`config.mk`:
```
export PLATFORM = sky130hd
export DESIGN_NAME = clis_accum
export DESIGN_NICKNAME = d
export VERILOG_FILES = /design/src/rtl/clis_pkg.sv /design/src/rtl/clis_accum.sv
export SDC_FILE = /design/constraint.sdc
export NUM_CORES = 1
export LEC_CHECK = 0
export ABC_AREA = 1
export BUFFER_PORTS_ARGS = -buffer_cell sky130_fd_sc_hd__buf_2
export CORE_MARGIN = 2
export CORE_UTILIZATION = 46
export DETAILED_ROUTE_END_ITERATION = 10
export GPL_TIMING_DRIVEN = 0
export PLACE_DENSITY = 0.74
export SETUP_SLACK_MARGIN = 0.05
export SKIP_CTS_REPAIR_TIMING = 1
export SLEW_MARGIN = 25
export SYNTH_ARGS = -nofsm -noshare
export SYNTH_HDL_FRONTEND = slang
export SYNTH_SLANG_ARGS = --single-unit
```
`constraint.sdc`:
```
create_clock -name clock -period 1.7 [get_ports clock]
set_input_delay 0.51 -clock clock [delete_from_list [all_inputs] [get_ports clock]]
set_output_delay 0.51 -clock clock [all_outputs]
set_load 0.03 [all_outputs]
```
`src/rtl/clis_pkg.sv`:
```
// ----------------------------------------------------------------------------
// clis_pkg
// Shared types and constants of the continuous life image step block:
// sequencer states, the accumulator control word and register indexes.
// ----------------------------------------------------------------------------
package clis_pkg;

   // sequencer states, one-hot
   typedef enum logic [3:0] {
      ST_IDLE   = 4'b0001,
      ST_LOAD   = 4'b0010,
      ST_SUM    = 4'b0100,
      ST_UPDATE = 4'b1000
   } state_type;

   // control word from the sequencer to the shared accumulator
   typedef struct packed {
      logic clear;
      logic add;
   } acc_ctrl_type;

   // register indexes of the configuration port
   localparam logic [2:0] REG_PROCREATION = 3'd0;
   localparam logic [2:0] REG_STABILITY   = 3'd1;
   localparam logic [2:0] REG_STEP        = 3'd2;
   localparam logic [2:0] REG_EXIT_STABLE = 3'd3;
   localparam logic [2:0] REG_WIDTH       = 3'd4;
   localparam logic [2:0] REG_HEIGHT      = 3'd5;

   // register reset values
   localparam logic [10:0] RST_PROCREATION = 11'd510;
   localparam logic [10:0] RST_STABILITY   = 11'd765;
   localparam logic [15:0] RST_STEP        = 16'd2560;
   localparam logic [8:0]  RST_WIDTH       = 9'd256;
   localparam logic [8:0]  RST_HEIGHT      = 9'd256;

   // neighbor tap walk: eight neighbors, then the cell itself
   localparam logic [3:0] TAP_OWN = 4'd8;

   localparam int PIX_W = 8;
   localparam int SUM_W = 11;
   localparam logic [PIX_W-1:0] PIX_MAX = 8'd255;

endpackage

```
`src/rtl/clis_accum.sv`:
```
// ----------------------------------------------------------------------------
// clis_accum
// Shared neighbor-sum accumulator: adds one pixel per cycle under control
// of the sequencer.
// ----------------------------------------------------------------------------
module clis_accum (
   input  logic                       clock,
   input  clis_pkg::acc_ctrl_type     ctrl,
   input  logic [clis_pkg::PIX_W-1:0] operand,
   output logic [clis_pkg::SUM_W-1:0] sum_ff
);

   logic [clis_pkg::SUM_W-1:0] sum_in;

   // clear or add one pixel
   always_comb begin
      sum_in = sum_ff;
      if (ctrl.clear) begin
         sum_in = '0;
      end else if (ctrl.add) begin
         sum_in = sum_ff + clis_pkg::SUM_W'(operand);
      end
   end

   always_ff @(posedge clock) begin
      sum_ff <= sum_in;
   end

endmodule

```
==> metrics.yaml, run 1 <==
floorplanning:
  core-area_um2: 1745
  boundaryPins: 22
  die_w_um: 47.20
  rows: 15
  die_h_um: 47.20
  start_util_pct: 49.18
  dieArea_um2: 2227
yosys:
  synth_seq_cells: 11
  syn-cell-area_um2: 858.3
  netlist_instances: 131
  synth.distinct_cells: 22
  syn_nets: 151
  yosys_warnings: 0
  avgSynthCellArea_um2: 6.552
  ys_seq_area_share_pct: 25.66
pwr:
  ir_drop_v: 0.0003709
  powerDensity_nw_per_um2: 766.6
  p_leak_nw: 0.5905
place:
  place_congestion: 0.7976
  pre_cts_slack_ns: -0.2709
  place_area_um2: 1016
  port_buffers: 21
  hpwl_mm: 1.375
sta:
  slew_headroom_pct: 84.69
  setup_viol: 0
  max_freq_ghz: 0.6221
  fin_crit_ns: 1.608
  setup_slack_ns: 0.09249
  rsz0062_at_grt: "yes"
  tightestPinTransition_ns: 0.2272
  period_share_pct: 94.56
  slew_violations: 0
  finalHoldViolCount: 0
  finClkSkew_ns: 0.005020
drt:
  first_iter_violations: 13
  routed_via_density: 4.709
  first_pass_iters: 4
  drtAntennaViolNets: 0
  wl_per_cell_um: 9.725
  drt-total-wl_mm: 1.770
  drc: 0
  vias: 857
cells_and_area:
  largest_register_ffs: 11
  syn2layout_area_growth_pct: 23.91
  finalNetCount: 178
  diodes: 0
  largestRegisters: "sum_ff x11"
  drive_gt1_share_pct: 31.21
  top_register: "sum_ff"
  stdcell_area_um2: 1064
global_route:
  grt_pass1_vias: 699
  grt_max_degree: 11
  grt.total_usage_pct: 18.92
  antenna_found_initial: 0
  met1_usage_pct: 25.35
  busiest_layer: "met2"
  grt_pass1_wl_mm: 2.898
  grt-ovfl-total: 0
  grtUsageMet3_pct: 3.462
  met2_usage_pct: 28.77
outcome:
  run_status: "finished, final reports clean"
setup_path:
  criticalPathCategory: "register to register"
  cp-start-kind: "register"
  crit_fanout: 3
  worstSetupEndpointType: "register"
  crit_required_ns: 1.89
  critPathArrivalTime_ns: 1.80
cts:
  cts.sinks: 11
  clkSlewWorstSetupHoldPaths_ns: 0.09
  numCtsBuffers: 3
  cts_buffer_depth: 2
  cts_tree: "done"
  root_buffer: "clkbuf_4"
  htreeDepth: 1
  clk_latency_ns: 0.28
hold_path:
  hold_path_class: "register to register"
job:
  cap_violations: 0
==> kinds of logic after synthesis <==
logic type,after synthesis,share of synthesized area [%]
AOI/OAI and AO/OA,15,11.08
adders and majority gates,9,13.99
buffers and inverters,26,13.41
DFF,11,25.66
and+or+nand+nor,70,35.86
==> Yosys cell counts <==
master	instances	area share (%)
nand3_1	12	7.0
a21oi_1	5	2.9
inv_2	1	0.44
nand2_2	3	2.2
nand4_1	1	0.73
dfxtp_1	11	26
inv_1	21	9.2
clkbuf_8	1	1.6
nand2_1	31	14
o21ai_1	1	0.58
nand3_2	2	2.3
fa_1	1	2.3
clkinv_1	2	0.87
nor2_2	2	1.5
o21ai_2	1	1.0
ha_1	8	12
o21ai_0	3	1.7
and2_1	1	0.73
buf_6	1	1.3
o211ai_1	2	1.7
a21oi_2	3	3.1
nor2_1	18	7.9
==> routing by layer <==
layer | share of wire (%) | vias to the layer above
met5 | 0 | -
met4 | 2.4 | 0
met2 | 46 | 15
li1 | - | 466
met1 | 49 | 371
met3 | 3.1 | 5
==> final cells by class <==
type                            instances  area [um2]
Clock buffer                            4       26.28
Inverter                               24       90.09
Multi-Input combinational cell         94       556.8
Buffer                                  2       25.02
Fill cell                             184       681.9
Timing Repair Buffer                   22       112.6
Sequential cell                        11       221.5
Tap cell                               25       31.28
==> report_power, final <==
group / total (mW) / internal, mW / switching, mW / leakage [nW]
logic: 0.319 / 0.119 / 0.200 / 0.484
clock network: 0.199 / 0.0911 / 0.108 / 0.0150
registers: 0.297 / 0.280 / 0.0173 / 0.0911
==> per-stage QoR <==
step	power (mW)	hold WS, ns	util, %	instances	TNS [ns]
finish	0.8153	0.5151	60.93	182	0
global route	0.8762	0.5535	60.93	182	-0.004629
CTS	0.8094	0.5236	59.71	181	-0.0005864
detailed placement	0.6101	0.4997	58.21	177	-0.9670
global placement	0.6026	0.4828	58.21	177	-0.8409
floorplan	0.5387	0.6006	-	131	-0.05497
==> path summary, 6_finish.rpt <==
| path | start | endpoint | slack (ns) | cells after the start |
|---|---|---|---|---|
| max | sum_ff[0] | sum_ff[4] | 0.09 | 11 |
| min | sum_ff[3] | sum_ff[3] | 0.52 | 2 |
| max reg2reg | sum_ff[0] | sum_ff[4] | 0.09 | 11 |
| min reg2reg | sum_ff[3] | sum_ff[3] | 0.52 | 2 |
==> worst max-delay path: stages (launching register included) <==
cell and delay (ns):
dfxtp_2 0.36, ha_4 0.13, inv_2 0.03, fa_2 0.33, inv_2 0.06, nand2_2 0.05
o21ai_2 0.16, buf_4 0.14, and2_4 0.13, o21ai_2 0.04, nand2_1 0.05, inv_1 0.03
==> placed cells by master, fill, tap and decap left out, types with 2 or more instances in the layout <==
cell type  synthesis  layout
o211ai_1           2       2
inv_2              1       3
nand3_1           12      10
dfxtp_1           11      10
nor2_1            18      18
o21ai_0            3       3
a21oi_2            3       3
nand2_1           31      30
nand3_2            2       4
inv_1             21      19
o21ai_2            1       2
clkbuf_4           0       3
buf_2              0      21
a21oi_1            5       5
ha_1               8       7
nor2_2             2       2
nand2_2            3       4
clkinv_1           2       2
(Power assumes the default switching activity.)
==> inputs of run 2 (changes only) <==
--- a/config.mk
+++ b/config.mk
@@ -12,6 +12,7 @@
 export DETAILED_ROUTE_END_ITERATION = 10
 export GPL_TIMING_DRIVEN = 0
 export PLACE_DENSITY = 0.74
+export REMOVE_ABC_BUFFERS = 1
 export SETUP_SLACK_MARGIN = 0.05
 export SKIP_CTS_REPAIR_TIMING = 1
 export SLEW_MARGIN = 25
==> metrics.yaml, run 2 (synthesis gave the netlist of run 1 again) <==
outcome:
  run_status: "finished, final reports clean"
floorplanning:
  rows: 15  # unchanged
  dieArea_um2: 2227  # unchanged
  die_w_um: 47.20  # unchanged
  start_util_pct: 49.18  # unchanged
  core-area_um2: 1745  # unchanged
  die_h_um: 47.20  # unchanged
  boundaryPins: 22  # unchanged
setup_path:
  crit_fanout: 4  # +1
  criticalPathCategory: "register to register"
  reg2reg_depth: 11  # unchanged
  cp-startpoint: "sum_ff[0]"
  crit_end: "sum_ff[8]"
  crit_required_ns: 1.86  # -0.03 ns
  critPathArrivalTime_ns: 1.81  # about the same
  worstSetupEndpointType: "register"
  cp-start-kind: "register"
  rrSetupSlack_ns: 0.06  # -0.04 ns
  rr_startpoint: "sum_ff[0]"
  rr_endpoint: "sum_ff[8]"
pwr:
  p_sw_mw: 0.3062  # -6.0%
  combPwrFrac_pct: 40.2  # +1.1 points
  powerDensity_nw_per_um2: 749.2  # -2.3%
  seqPwrFrac_pct: 37.5  # +1.1 points
  sw_frac_of_total_pct: 38.57  # -1.4 points
  p_leak_nw: 0.5901  # about the same
  ir_drop_v: 0.0004214  # +14%
  power.share.clock_pct: 22.3  # -2.1 points
  p_int_mw: 0.4878  # -0.37%
sta:
  period_share_pct: 96.69  # +2.1 points
  rsz0062_at_grt: "yes"
  finClkSkew_ns: 0.002613  # -0.002408 ns
  max_freq_ghz: 0.6084  # -2.2%
  finalHoldViolCount: 0  # unchanged
  slew_headroom_pct: 77.06  # -7.6 points
  slew_violations: 0  # unchanged
  setup_viol: 0  # unchanged
  fin_crit_ns: 1.644  # +0.03623 ns
  setup_slack_ns: 0.05626  # -0.03623 ns
  tightestPinTransition_ns: 0.3440  # +0.1168 ns
cells_and_area:
  final_util_pct: 60.72  # -0.22 points
  syn2layout_area_growth_pct: 23.47
  drive_gt1_share_pct: 30.13  # -1.1 points
  top_register: "sum_ff"
  regArea_um2: 221.5  # unchanged
  largestRegisters: "sum_ff x11"
  most-common-layout-cells: "nand2_1, buf_2, inv_1"
  final_cells: 181  # -0.55%
  largest_register_ffs: 11  # unchanged
  mostFrequentLayoutCell: "nand2_1"
  fill_cells: 178  # -3.3%
  diodes: 0  # unchanged
  multi_input_area_um2: 570.5  # +2.5%
  finalNetCount: 177  # -0.56%
drt:
  vias: 857  # unchanged
  drtAntennaViolNets: 0  # unchanged
  wl_per_cell_um: 9.144  # -6.0%
  routed_via_density: 4.735  # +0.55%
  drt-total-wl_mm: 1.655  # -6.5%
  drc: 0  # unchanged
  first_pass_iters: 5  # +1
  first_iter_violations: 9  # -4
global_route:
  grt_pass1_vias: 712  # +1.9%
  grt_pass1_wl_mm: 2.753  # -5.0%
  grt.total_usage_pct: 17.53  # -1.4 points
  antenna_found_initial: 0  # unchanged
  grt_max_degree: 21  # +10
  grt-ovfl-total: 0  # unchanged
place:
  hpwl_mm: 1.339  # -2.7%
  pre_cts_slack_ns: -0.3351  # -0.06417 ns
  place_congestion: 0.8145  # +2.1%
  port_buffers: 21  # unchanged
  post-place-cells: 175  # -1.1%
cts:
  htreeDepth: 1  # unchanged
  cts_tree: "done"
  root_buffer: "clkbuf_4"
  cts.sinks: 11  # unchanged
  clk_latency_ns: 0.26  # -0.02 ns
  cts_buffer_depth: 2  # unchanged
  numCtsBuffers: 3  # unchanged
  clkSlewWorstSetupHoldPaths_ns: 0.07  # -0.02 ns
job:
  cap_violations: 0  # unchanged
hold_path:
  whs_path_depth: 2  # unchanged
  hold_path_class: "register to register"
-- run 2: cell type report --
type | count | share of cell area [%]
clock buffers | 4 | 2.479
inverters | 24 | 8.501
multi-input cells | 94 | 53.84
flip-flops and latches | 11 | 20.90
well taps | 25 | 2.952
repair buffers | 23 | 11.33
-- run 2: worst max-delay path, cell delays in order, from the launching register on --
cell     delay, ns
dfxtp_2       0.36
ha_4          0.14
inv_2         0.04
fa_2          0.36
inv_2         0.08
nand2_4       0.05
o21ai_4       0.18
nand2_2       0.09
nand2_4       0.09
nand3_2       0.05
nand2_1       0.07
nor2_1        0.04
-- run 2: worst min path at each step --
stage | end | startpoint
6_report | sum_ff[3] | sum_ff[3]
4_1_cts | sum_ff[3] | sum_ff[3]
3_3_place_gp | sum_ff[10] | sum_ff[10]
2_1_floorplan | sum_ff[0] | ctrl[0]
3_5_place_dp | sum_ff[3] | sum_ff[3]
5_1_grt | sum_ff[3] | sum_ff[3]
-- run 2: per-stage QoR --
stage                     cell area (um2)  hold WS, ns  TNS (ns)  power, mW
after floorplan                     833.3       0.5996   -0.4206     0.5255
after global placement              969.7       0.4857    -1.003     0.5895
after detailed placement            969.7       0.4994    -1.252     0.5982
after CTS                           996.0       0.5214   -0.3119     0.7804
after global routing                 1060       0.5495   -0.2213     0.8620
final                                1060       0.5121         0     0.7940
-- run 2: power by group through the flow --
stage	registers, mW	clock network [mW]	logic, mW
after floorplan	0.344	0	0.182
after global placement	0.301	0	0.289
after detailed placement	0.302	0	0.296
after CTS	0.296	0.186	0.298
after global routing	0.300	0.200	0.362
final	0.297	0.177	0.319
-- run 2: layer usage --
metal / vias to the layer above / track usage (%) / share of wire (%)
met2: 14 / 29.04 / 49
met1: 378 / 21.02 / 47
met4: 0 / 8.333 / 0.85
met3: 2 / 4.615 / 3.1
li1: 463 / - / -
met5: - / 0 / 0
==> inputs of run 3 (changes only) <==
--- a/config.mk
+++ b/config.mk
@@ -5,13 +5,12 @@
 export SDC_FILE = /design/constraint.sdc
 export NUM_CORES = 1
 export LEC_CHECK = 0
-export ABC_AREA = 1
 export BUFFER_PORTS_ARGS = -buffer_cell sky130_fd_sc_hd__buf_2
-export CORE_MARGIN = 2
-export CORE_UTILIZATION = 46
+export CORE_MARGIN = 4
+export CORE_UTILIZATION = 45
 export DETAILED_ROUTE_END_ITERATION = 10
 export GPL_TIMING_DRIVEN = 0
-export PLACE_DENSITY = 0.74
+export PLACE_DENSITY = 0.73
 export REMOVE_ABC_BUFFERS = 1
 export SETUP_SLACK_MARGIN = 0.05
 export SKIP_CTS_REPAIR_TIMING = 1
==> metrics.yaml, run 3 <==
place:
  port_buffers: 21  # unchanged
  hpwl_mm: 1.173  # -12%
  post-place-cells: 118  # -33%
  place_congestion: 0.7502  # -7.9%
yosys:
  synthMostInstantiatedCell: "dfxtp_1"
  synth_xor_area_share_pct: 5.645  # +5.6 points
  ys.flop_type: "dfxtp_1"
  yosys_warnings: 0  # unchanged
  yosysTopAreaCellShare_pct: 28.39  # +2.7 points
  synth.area.top_cells: "dfxtp_1, ha_1, mux2i_1, inv_1, nor2_1"
  synth_common_cells: "dfxtp_1, ha_1, inv_1, nor2_1, nand2b_1"
  yosys.area_share.simple_pct: 19.52  # -16 points
  avgSynthCellArea_um2: 9.235  # +41%
  synth_compound_area_share_pct: 18.06  # +7.0 points
  synth_top_family_by_area: "simple AND/OR/NAND/NOR gates"
  synth.distinct_cells: 36  # +64%
  ys_seq_area_share_pct: 28.39  # +2.7 points
  syn-cell-area_um2: 775.7  # -9.6%
  synth_seq_cells: 11  # unchanged
  synthArstFlopShare_pct: 0  # unchanged
  synthMuxAreaShare_pct: 6.774  # +6.8 points
  synth-edff-count: 0  # unchanged
  netlist_instances: 84  # -36%
  yosysTopAreaCell: "dfxtp_1"
  synthAdderAreaFrac_pct: 15.48  # +1.5 points
outcome:
  violations: "negative setup slack"
  run_status: "finished, violations left"
drt:
  first_pass_iters: 4  # -1
  routed_via_density: 5.869  # +24%
  wl_per_cell_um: 16.20  # +77%
  first_iter_violations: 14  # +5
  vias: 763  # -11%
  drt-total-wl_mm: 2.106  # +27%
  drc: 0  # unchanged
  drtAntennaViolNets: 0  # unchanged
global_route:
  grt_pass1_vias: 620  # -13%
  antenna_found_initial: 0  # unchanged
  grt-ovfl-total: 0  # unchanged
  grt_max_degree: 19  # -9.5%
  grt.total_usage_pct: 13.96  # -3.6 points
  grt_pass1_wl_mm: 2.628  # -4.5%
pwr:
  p_sw_mw: 0.3557  # +16%
  power_mw: 0.9404  # +18%
  ir_drop_v: 0.0004891  # +16%
  power.share.clock_pct: 18.6  # -3.7 points
  seqPwrFrac_pct: 34.6  # -2.9 points
  sw_frac_of_total_pct: 37.82  # -0.75 points
  combPwrFrac_pct: 46.9  # +6.7 points
  powerDensity_nw_per_um2: 872.9  # +17%
  p_int_mw: 0.5847  # +20%
  p_leak_nw: 0.4948  # -16%
hold_path:
  hold_path_class: "register to register"
cells_and_area:
  final_util_pct: 69.10  # +8.4 points
  syn2layout_area_growth_pct: 38.87
  most-common-layout-cells: "buf_2, buf_4, nor2_1"
  largestRegisters: "sum_ff x11"
  drive_gt1_share_pct: 49.12  # +19 points
  largest_register_ffs: 11  # unchanged
  regArea_um2: 229.0  # +3.4%
  mostFrequentLayoutCell: "buf_2"
  top_register: "sum_ff"
  final_cells: 130  # -28%
  fill_cells: 132  # -26%
  finalNetCount: 135  # -24%
  diodes: 0  # unchanged
  multi_input_area_um2: 610.6  # +7.0%
setup_path:
  cp-startpoint: "operand[0]"
  cp_slowest_cell: "fa_2"
  rr_endpoint: "sum_ff[10]"
  rr_startpoint: "sum_ff[0]"
  rrSetupSlack_ns: -0.27  # -0.33 ns
  criticalPathCategory: "input port to register"
  crit_end: "sum_ff[10]"
  crit_chain: "buf_2, ha_4, inv_2, fa_2, nand2b_4, a21oi_4, o31a_1, o2111ai_1, mux2_2"
  cp-start-kind: "input port"
  slowest_delay_ns: 0.36  # about the same
  worstSetupEndpointType: "register"
  reg2reg_depth: 8  # -3
  path_delay_family: "adder cells"
  critPathArrivalTime_ns: 2.14  # +0.33 ns
  crit_cells: 9  # -2
  crit_fanout: 2  # -2
  critPathBufInv: 2  # unchanged
  crit_required_ns: 1.86  # about the same
cts:
  clk_latency_ns: 0.27  # about the same
  root_buffer: "clkbuf_4"
  htreeDepth: 1  # unchanged
  cts_tree: "done"
  numCtsBuffers: 3  # unchanged
  clkSlewWorstSetupHoldPaths_ns: 0.06  # about the same
  cts.sinks: 11  # unchanged
  cts_buffer_depth: 2  # unchanged
sta:
  hold_ws_ns: 0.4998  # -0.01228 ns
  fin_crit_ns: 1.976  # +0.3323 ns
  rsz0062_at_grt: "yes"
  setup_tns_ns: -0.8643  # -0.8643 ns
  setup_viol: 5  # +5
  max_freq_ghz: 0.5061  # -17%
  tightestPinTransition_ns: 0.3418  # -0.002247 ns
  finalHoldViolCount: 0  # unchanged
  finClkSkew_ns: 0.0006861  # -0.001927 ns
  setup_slack_ns: -0.2760  # -0.3323 ns
  period_share_pct: 116.2  # +20 points
  slew_headroom_pct: 77.21  # +0.15 points
  slew_violations: 0  # unchanged
floorplanning:
  start_util_pct: 49.76  # +0.58 points
  die_h_um: 49.52  # +4.9%
  die_w_um: 49.52  # +4.9%
  dieArea_um2: 2452  # +10%
  rows: 14  # -1
  core-area_um2: 1559  # -11%
  boundaryPins: 22  # unchanged
job:
  cap_violations: 0  # unchanged
-- run 3: changes by cell type in the layout (fill, tap and decap cells not counted), sizes merged, moves of 4 or more --
cell / change
nor2: -13
buf: +6
nand2b: +4
nand2: -33
inv: -15
nand3: -11
a21oi: -4
-- run 3: tightest hold or removal path: cells and delay by family (launching register included) --
kind            cells  cell delay (ns)
flops               1             0.32
simple gates        1             0.07
compound gates      1             0.06
-- run 3: layout make-up --
class / instances / area share (%)
multi-input combinational: 63 / 56.68
sequential: 11 / 21.25
timing repair buffer: 29 / 15.33
clock buffer: 4 / 2.439
inverter: 7 / 2.439
tap: 16 / 1.858
-- run 3: logic make-up (layout without fill, tap and decap cells) --
family / after synthesis / in the layout
and+or+nand+nor: 25 / 25
AOI/OAI and AO/OA: 19 / 19
DFF: 11 / 11
buffers and inverters: 10 / 40
adders and majority gates: 9 / 9
xor gates and xnor gates: 5 / 5
muxes: 5 / 5
-- run 3: worst min path at each step --
stage,start,endpoint,slack [ns],cells past startpoint
CTS,sum_ff[5],sum_ff[5],0.50,2
global placement,sum_ff[4],sum_ff[4],0.49,2
global route,sum_ff[5],sum_ff[5],0.52,2
floorplan,ctrl[1],sum_ff[0],0.58,1
detailed placement,sum_ff[5],sum_ff[5],0.49,2
finish,sum_ff[5],sum_ff[5],0.50,2
-- run 3: routing by layer --
layer	GRT usage [%]	share of wire [%]
met3	6.627	6.5
met1	17.06	43
met2	20.26	47
met5	0	0
met4	6.912	3.5
-- run 3: stage by stage --
stage	area [um2]	worst slack, ns
after floorplan	754.5	-0.4907
after global placement	879.6	-0.5947
after detailed placement	879.6	-0.6317
after CTS	905.9	-0.4030
after global routing	1077	-0.3314
final	1077	-0.2760
-- run 3: power by group through the flow --
stage / sequential, mW / combinational (mW) / clock, mW
final: 0.325 / 0.441 / 0.175
after global routing: 0.331 / 0.475 / 0.209
after CTS: 0.312 / 0.333 / 0.190
after detailed placement: 0.318 / 0.332 / 0
after global placement: 0.316 / 0.322 / 0
after floorplan: 0.376 / 0.185 / 0
